==> src/instruction_class_decoder_assert.svh <==
// ----------------------------------------------------------------------------
// instruction class decoder assertion macros
// clocked property checks with a reset that masks them
// ----------------------------------------------------------------------------
`ifndef INSTRUCTION_CLASS_DECODER_ASSERT_SVH
`define INSTRUCTION_CLASS_DECODER_ASSERT_SVH

`ifndef ASSERT_OFF

`define ICD_ASSERT_SAME(lbl, clk, rst, ante, cons, msg) \
  lbl: assert property (@(posedge clk) disable iff (rst) (ante) |-> (cons)) \
    else $error(msg);

`define ICD_ASSERT_NEXT(lbl, clk, rst, ante, cons, msg) \
  lbl: assert property (@(posedge clk) disable iff (rst) (ante) |=> (cons)) \
    else $error(msg);

`else

`define ICD_ASSERT_SAME(lbl, clk, rst, ante, cons, msg)

`define ICD_ASSERT_NEXT(lbl, clk, rst, ante, cons, msg)

`endif

`endif

==> src/icd_pkg.sv <==
// ----------------------------------------------------------------------------
// icd_pkg
// class codes, halfword kinds and the decoded result word shared by the
// instruction class decoder modules
// ----------------------------------------------------------------------------
`default_nettype none

package icd_pkg;

  typedef enum logic [3:0] {
    CL_UNDEF  = 4'd0,
    CL_MUL    = 4'd1,
    CL_MULL   = 4'd2,
    CL_BX     = 4'd3,
    CL_SWP    = 4'd4,
    CL_HALF   = 4'd5,
    CL_SINGLE = 4'd6,
    CL_DP     = 4'd7,
    CL_BLOCK  = 4'd8,
    CL_BRANCH = 4'd9,
    CL_CPXFER = 4'd10,
    CL_CDP    = 4'd11,
    CL_CPREG  = 4'd12,
    CL_SWI    = 4'd13
  } insn_class_t;

  localparam logic [1:0] HW_UNSIGNED_HALF = 2'd0;
  localparam logic [1:0] HW_SIGNED_BYTE   = 2'd1;
  localparam logic [1:0] HW_SIGNED_HALF   = 2'd2;

  // opcode bits 24..23 of tst, teq, cmp, cmn
  localparam logic [1:0] OP_COMPARE_HI = 2'b10;

  typedef struct packed {
    insn_class_t insn_class;
    logic [3:0]  alu_op;
    logic        set_flags;
    logic        accumulate;
    logic        signed_or_link;
    logic        load_dir;
    logic        writeback;
    logic        byte_access;
    logic        up_dir;
    logic        pre_index;
    logic        immediate;
    logic [1:0]  halfword_kind;
  } icd_result_t;

endpackage

`default_nettype wire

==> src/icd_decode.sv <==
// ----------------------------------------------------------------------------
// icd_decode
// combinational class and modifier decode from instruction bits 27..20
// and 7..4
// ----------------------------------------------------------------------------
`default_nettype none

module icd_decode (
  input  wire logic [7:0]          hi,
  input  wire logic [3:0]          lo,
  output icd_pkg::icd_result_t     result
);
  import icd_pkg::*;

  logic [2:0]  top;
  logic [1:0]  sh;
  logic [3:0]  op;
  insn_class_t cls;

  assign top = hi[7:5];
  assign sh  = lo[2:1];
  assign op  = hi[4:1];

  always_comb begin
    cls = CL_UNDEF;
    if (top == 3'd0 && lo[0] && lo[3]) begin
      if (sh == 2'd0) begin
        if (hi[7:2] == 6'd0) begin
          cls = CL_MUL;
        end else if (hi[7:3] == 5'b00001) begin
          cls = CL_MULL;
        end else if (hi[7:3] == 5'b00010 && hi[1:0] == 2'b00) begin
          cls = CL_SWP;
        end
      end else if (hi[0] || sh == 2'd1) begin
        cls = CL_HALF;
      end
    end else if (hi == 8'h12 && lo == 4'h1) begin
      cls = CL_BX;
    end else if (top[2:1] == 2'b00) begin
      if (!(op[3:2] == OP_COMPARE_HI && !hi[0])) begin
        cls = CL_DP;
      end
    end else if (top[2:1] == 2'b01) begin
      cls = CL_SINGLE;
    end else if (top == 3'd4) begin
      if (!hi[2]) begin
        cls = CL_BLOCK;
      end
    end else if (top == 3'd5) begin
      cls = CL_BRANCH;
    end else if (top == 3'd6) begin
      cls = CL_CPXFER;
    end else if (hi[4]) begin
      cls = CL_SWI;
    end else if (lo[0]) begin
      cls = CL_CPREG;
    end else begin
      cls = CL_CDP;
    end
  end

  always_comb begin
    result            = '0;
    result.insn_class = cls;
    case (cls)
      CL_MUL: begin
        result.set_flags  = hi[0];
        result.accumulate = hi[1];
      end
      CL_MULL: begin
        result.set_flags      = hi[0];
        result.accumulate     = hi[1];
        result.signed_or_link = hi[2];
      end
      CL_SWP: begin
        result.byte_access = hi[2];
      end
      CL_HALF: begin
        result.load_dir  = hi[0];
        result.writeback = hi[1];
        result.up_dir    = hi[3];
        result.pre_index = hi[4];
        result.immediate = hi[2];
        case (sh)
          2'd2:    result.halfword_kind = HW_SIGNED_BYTE;
          2'd3:    result.halfword_kind = HW_SIGNED_HALF;
          default: result.halfword_kind = HW_UNSIGNED_HALF;
        endcase
      end
      CL_SINGLE: begin
        result.load_dir    = hi[0];
        result.writeback   = hi[1];
        result.byte_access = hi[2];
        result.up_dir      = hi[3];
        result.pre_index   = hi[4];
        result.immediate   = hi[5];
      end
      CL_DP: begin
        result.alu_op    = op;
        result.set_flags = (op[3:2] == OP_COMPARE_HI) ? 1'b0 : hi[0];
        result.immediate = hi[5];
      end
      CL_BLOCK: begin
        result.load_dir  = hi[0];
        result.writeback = hi[1];
        result.up_dir    = hi[3];
        result.pre_index = hi[4];
      end
      CL_BRANCH: begin
        result.signed_or_link = hi[4];
      end
      CL_CPXFER, CL_CPREG: begin
        result.load_dir = hi[0];
      end
      default: begin
        result.insn_class = cls;
      end
    endcase
  end

endmodule

`default_nettype wire

==> src/instruction_class_decoder.sv <==
// ----------------------------------------------------------------------------
// instruction_class_decoder
// instruction class and modifier decode with registered input and output
// ----------------------------------------------------------------------------
// Each instruction word passes an input register and then a result register
// before its result appears on the output, and a new word is accepted every
// cycle while the output is taken.
// The decode between the two registers looks only at bits 27..20 and 7..4;
// the other bits of the word are ignored. When the output is stalled, one
// further word is held in the input register before the input stalls.
`default_nettype none

`include "instruction_class_decoder_assert.svh"

module instruction_class_decoder (
  input  wire logic        clk,
  input  wire logic        rst,
  input  wire logic        in_valid,
  output logic             in_stall,
  input  wire logic [31:0] instruction_word,
  output logic             out_valid,
  input  wire logic        out_stall,
  output logic [3:0]       insn_class,
  output logic [3:0]       alu_op,
  output logic             set_flags,
  output logic             accumulate,
  output logic             signed_or_link,
  output logic             load_dir,
  output logic             writeback,
  output logic             byte_access,
  output logic             up_dir,
  output logic             pre_index,
  output logic             immediate,
  output logic [1:0]       halfword_kind
);
  import icd_pkg::*;

  logic        s1_valid;
  logic [7:0]  s1_hi;
  logic [3:0]  s1_lo;
  logic        s2_free;
  logic        s1_free;
  icd_result_t dec_result;
  icd_result_t result;

  assign s2_free  = !out_valid || !out_stall;
  assign s1_free  = !s1_valid || s2_free;
  assign in_stall = !s1_free;

  // input register
  always_ff @(posedge clk) begin
    if (rst) begin
      s1_valid <= 1'b0;
    end else if (s1_free) begin
      s1_valid <= in_valid;
    end
  end

  always_ff @(posedge clk) begin
    if (s1_free && in_valid) begin
      s1_hi <= instruction_word[27:20];
      s1_lo <= instruction_word[7:4];
    end
  end

  icd_decode u_decode (
    .hi     (s1_hi),
    .lo     (s1_lo),
    .result (dec_result)
  );

  // result register
  always_ff @(posedge clk) begin
    if (rst) begin
      out_valid <= 1'b0;
    end else if (s2_free) begin
      out_valid <= s1_valid;
    end
  end

  always_ff @(posedge clk) begin
    if (s2_free && s1_valid) begin
      result <= dec_result;
    end
  end

  assign insn_class     = 4'(result.insn_class);
  assign alu_op         = result.alu_op;
  assign set_flags      = result.set_flags;
  assign accumulate     = result.accumulate;
  assign signed_or_link = result.signed_or_link;
  assign load_dir       = result.load_dir;
  assign writeback      = result.writeback;
  assign byte_access    = result.byte_access;
  assign up_dir         = result.up_dir;
  assign pre_index      = result.pre_index;
  assign immediate      = result.immediate;
  assign halfword_kind  = result.halfword_kind;

  `ICD_ASSERT_NEXT(a_accept_loads, clk, rst, in_valid && !in_stall, s1_valid,
    "accepted word lost")

  `ICD_ASSERT_SAME(a_undef_clear, clk, rst, out_valid && insn_class == 4'(CL_UNDEF),
    alu_op == 4'd0 && set_flags == 1'b0 && load_dir == 1'b0 && immediate == 1'b0
    && halfword_kind == 2'd0, "undefined class with modifiers")

  `ICD_ASSERT_SAME(a_alu_op_dp, clk, rst, out_valid && alu_op != 4'd0,
    insn_class == 4'(CL_DP), "alu opcode outside data processing")

  `ICD_ASSERT_SAME(a_hw_kind, clk, rst, out_valid && halfword_kind != 2'd0,
    insn_class == 4'(CL_HALF) && halfword_kind != 2'd3, "bad halfword kind")

endmodule

`default_nettype wire
==> config.mk <==
export PLATFORM = sky130hd
export DESIGN_NAME = instruction_class_decoder
export DESIGN_NICKNAME = d
export VERILOG_FILES = /design/src/icd_pkg.sv /design/src/icd_decode.sv /design/src/instruction_class_decoder.sv
export VERILOG_INCLUDE_DIRS = /design/src /design/src/src
export SDC_FILE = /design/constraint.sdc
export NUM_CORES = 1
export LEC_CHECK = 0
export BUFFER_PORTS_ARGS = -buffer_cell sky130_fd_sc_hd__buf_2
export CAP_MARGIN = 20
export CORE_UTILIZATION = 35
export DETAILED_ROUTE_END_ITERATION = 12
export HOLD_SLACK_MARGIN = 0.1
export SETUP_SLACK_MARGIN = 0.1
export SLEW_MARGIN = 10
export SYNTH_ARGS = -nofsm -noshare
export SYNTH_HDL_FRONTEND = slang
export SYNTH_HIERARCHICAL = 1
export SYNTH_SLANG_ARGS = --single-unit
==> constraint.sdc <==
create_clock -name clk -period 2.99 [get_ports clk]
set_input_delay 0.598 -clock clk [delete_from_list [all_inputs] [get_ports clk]]
set_output_delay 0.598 -clock clk [all_outputs]
set_load 0.05 [all_outputs]
# After elaboration in Yosys (flattened, before gate mapping)
# Index checks and enable logic that the tools add are counted.
# W data, S select, Z words.
# totals
regBits	33
elab_cells	84
in_bits	36
output_inout_bits	21
# op_classes
reduce_logical	25
n_mux	21
n_eq_ne	22
# ops
cell	n
$mux W4	12
$eq A4 B3 Y1 const B	4
$eq A4 B4 Y1 const B	4
$mux W3	4
$eq A3 B3 Y1 const B	3
$eq A4 B1 Y1 const B	2
$eq A8 B5 Y1 const B	1
$logic_and A1 B1 Y1	7
$eq A2 B2 Y1 const B	3
$logic_not A2 Y1	3
$logic_not A6 Y1	1
$pmux W1 S2	3
$reduce_or A2 Y1	3
$eq A5 B1 Y1 const B	1
$eq A5 B2 Y1 const B	1
$logic_not A1 Y1	5
$reduce_or A5 Y1	1
$eq A2 B1 Y1 const B	2
$eq A4 B2 Y1 const B	1
$pmux W2 S2	1
$logic_not A3 Y1	1
$logic_or A1 B1 Y1	3
$reduce_or A3 Y1	1
$mux W1	1

# Logic depth before layout (Yosys ltp)
# logic_depth
depth_word	12
depth_mapped	8
ltp_nobuf	7

# Hierarchy
# Netlist, hierarchy kept.
# modules_own_cells
module	seq_area_each_um2	n_inst	cells_each	area_per_inst_um2
instruction_class_decoder	970.9	1	41	1017.2
icd_decode	0.0	1	71	432.9

# Worst setup path before layout
# OpenSTA, ideal clock, no wires.
# synth_timing
kind	input to register
start	input port out_stall
end	register result, in the netlist accumulate (enable)
setup_time_ps	424
cell_stages	1
path_buffers	0
t_required_ps	2566
setup_slack_ps	522
t_arrival_ps	2044
cell_sequence	a21boi_0
# synth_via
elab_chain_len	3
# synth_lines
element	line_no	rtl
start, declared	instruction_class_decoder.sv:22	input wire logic out_stall,
$logic_not A1 Y1	instruction_class_decoder.sv:46	assign s2_free = !out_valid || !out_stall;
$logic_or A1 B1 Y1	instruction_class_decoder.sv:46	
$logic_and A1 B1 Y1	instruction_class_decoder.sv:82	if (s2_free && s1_valid) begin
end signal, assigned	instruction_class_decoder.sv:83	result <= dec_result;
end, declared	instruction_class_decoder.sv:44	icd_result_t result;
# Every way passes these cells.
# A chain may end at the register's enable or synchronous reset.

==> run metrics <==
share of layout cells above drive strength 1=36.3%; post-synthesis xor/xnor area fraction=0.604%; DRT iter0 DRCs=42; most area-hungry cell type in the Yosys netlist=edfxtp_1; max cap viols=0; WL per Instance=12.9 µm; slowest cell on the critical path=edfxtp_1; Avg Synthesized Cell Area=12.9 µm²; antenna violations before repair=0; CTS tree=yes; share of the synthesized area in the top cell type=64.2%; Worst Path Required=3.00 ns; Final Slew Violations=0; pre-CTS setup slack=0.552 ns; post-synthesis adder-cell area fraction=0%; Primary FF master, synth=edfxtp_1; die width=66.4 µm; Hold Crit Start=rst; number of CTS-inserted buffers=5; status=complete, no violations; Crit path arrival time=2.51 ns; final setup fails=0; R2R depth=7; cell area after placement=1700 µm²; Hold Vio Cnt, Final=0; pin count of the biggest net entering global routing=20; CTS Hold Buffers Added=0; Max Fclk=0.399 GHz; Resized cells post-CTS=0; R2R Setup Slk=0.48 ns; worst r2r src=s1_hi[4]$_DFFE_PP_; most numerous cell in the Yosys netlist=edfxtp_1; setup TNS=0 ns; multiplexer share of the synthesized area=0%; antenna cells=0; clock sinks=33; Least-Margin Pin Slew=0.467 ns; main combinational cell family by area after synthesis=simple AND/OR/NAND/NOR gates; Hold Path End=s1_valid$_SDFFE_PP0P_; Leakage=0.000679 µW; FF-to-FF End=set_flags$_DFFE_PP_; register area=971 µm²; Post-Syn Area=1450 µm²; Worst Path Max Fanout=9; Initial Util=36.3%; critical-path cell list=nor3b_2 -> a41oi_1 -> or2_1 -> a21o_1 -> clkinv_2 -> xnor2_1 -> o32ai_1; Rows=23; CP max stage delay=0.50 ns; filler cell count=381; die height=66.4 µm; gr ovfl total=0; Hold Path Depth=2; I/O pin count=57; number of synthesized flops with an enable pin=31; drt total wl=2660 µm; First-pass DRT Iterations=4; area share of and/or/nand/nor cells after synthesis=16.0%; post-synth cell types=38; Tmin final=2.51 ns; DRT antenna net count=0; H-tree Lvls=2; post-DP HPWL=2000 µm; PD cells=570 nW/µm²; cells after synthesis=112; residual DRC count=0; Clock Latency Late Sink=0.28 ns; Slew headroom=68.6%; CTS clock-pin slew for the worst setup and hold paths=0.06 ns; Via density=5.08; final core utilization=44.5%; Final Cycle Share=83.8%; first-pass GRT wire length=4290 µm; worst vdd ir=0.264 mV; RD Place Congestion=0.865; top cells by area, synth=edfxtp_1, dfxtp_1, nand3_1; Area Growth Syn to Fin=22.7%; vias post-DR=1052; FFs w/ async S/R, synth=0%; post-route cell area=1780 µm²; Syn Nets=148; unrepaired setup endpoints after global routing=no; Max Buffers Root-to-Sink=2; crit start category=flop; Seq cells post-synth=33; Compound-Gate Fraction of Synth Area=12.3%; clk_skew=0.00450 ns; vias in the first global route=1020; I/O Buffers=36; core area=4000 µm²; worst min-delay path class=input pin to flop; Clk Tree Root Cell=clkbuf_8; total power draw=1010 µW; Nets=192; die area=4400 µm²; Syn. warnings=6; Setup crit end kind=flop; area of the multi-input gates=418 µm²; CP Class=flop to flop; synth cell count leaders=edfxtp_1, inv_1, nand3_1; sequential area share after synthesis=67.0%; All-Layer GR Usage=13.7%; Post-CTS Repair Setup Buffers=0; setup ws final=0.484 ns
[layout by cell type, fill, tap and decap left out, types with 2 or more instances in the layout]
cell,instances
dfxtp_1,2
o22ai_1,3
buf_2,36
buf_4,2
nand2_1,7
nor2_1,4
nand3_1,8
nand4_1,3
a21oi_1,6
nor3_1,3
nor3_2,3
edfxtp_1,31
inv_1,9
inv_2,3
clkinv_2,3
nor4_1,5
clkbuf_8,5
[through the flow]
| step | hold WS [ns] | cells |
|---|---|---|
| 3_3_place_gp | 0.482 | 199 |
| 3_5_place_dp | 0.503 | 199 |
| 2_1_floorplan | 0.472 | 112 |
| 4_1_cts | 0.480 | 207 |
| 6_report | 0.486 | 207 |
| 5_1_grt | 0.474 | 207 |
[per-layer routing]
metal | global-route usage, % | wire length (µm)
met5 | 0 | 0
met2 | 24.4 | 1330
met3 | 3.28 | 151
met4 | 9.04 | 44
met1 | 14.1 | 1140
[worst max-delay path: cells and delay by family (launching register included)]
kind	cells	cell delay, ns
flip-flops	1	0.50
AND/OR/NAND/NOR	2	0.38
AO/OA/AOI/OAI	3	0.78
XOR/XNOR	1	0.40
buffers and inverters	1	0.17
[cell type report]
type	instances	share of cell area, %
inverters	13	2.81
clock buffers	6	4.08
multi-input cells	65	23.5
flip-flops and latches	33	54.6
well taps	50	3.52
repair buffers	38	11.0
clock inverters	2	0.563
[registers in the layout, indices dropped and copies added, names as in the netlist]
register,count
load_dir,1
pre_index,1
byte_access,1
s1_valid,1
immediate,1
insn_class,4
out_valid,1
up_dir,1
signed_or_link,1
accumulate,1
set_flags,1
alu_op,4
s1_hi,8
halfword_kind,2
s1_lo,4
writeback,1
[where the power goes]
part | switching, µW | total, µW | internal (µW) | leakage [µW]
clock | 145 | 306 | 161 | 0.0000450
sequential | 17.3 | 554 | 537 | 0.000308
combinational | 114 | 155 | 40.8 | 0.000326
total | 277 | 1010 | 738 | 0.000679
[worst max path at each step]
stage	from	to	slack (ns)
floorplan	out_stall	accumulate$_DFFE_PP_	0.52
global placement	s1_hi[4]$_DFFE_PP_	set_flags$_DFFE_PP_	0.58
detailed placement	s1_hi[4]$_DFFE_PP_	set_flags$_DFFE_PP_	0.55
CTS	s1_hi[4]$_DFFE_PP_	set_flags$_DFFE_PP_	0.54
global route	s1_hi[3]$_DFFE_PP_	set_flags$_DFFE_PP_	0.39
finish	s1_hi[4]$_DFFE_PP_	set_flags$_DFFE_PP_	0.48
[kinds of logic after synthesis]
group,after synthesis
simple gates,39
flops,33
compound gates,25
buf+inv,14
xor+xnor,1
Power figures use the tool's default switching activity.
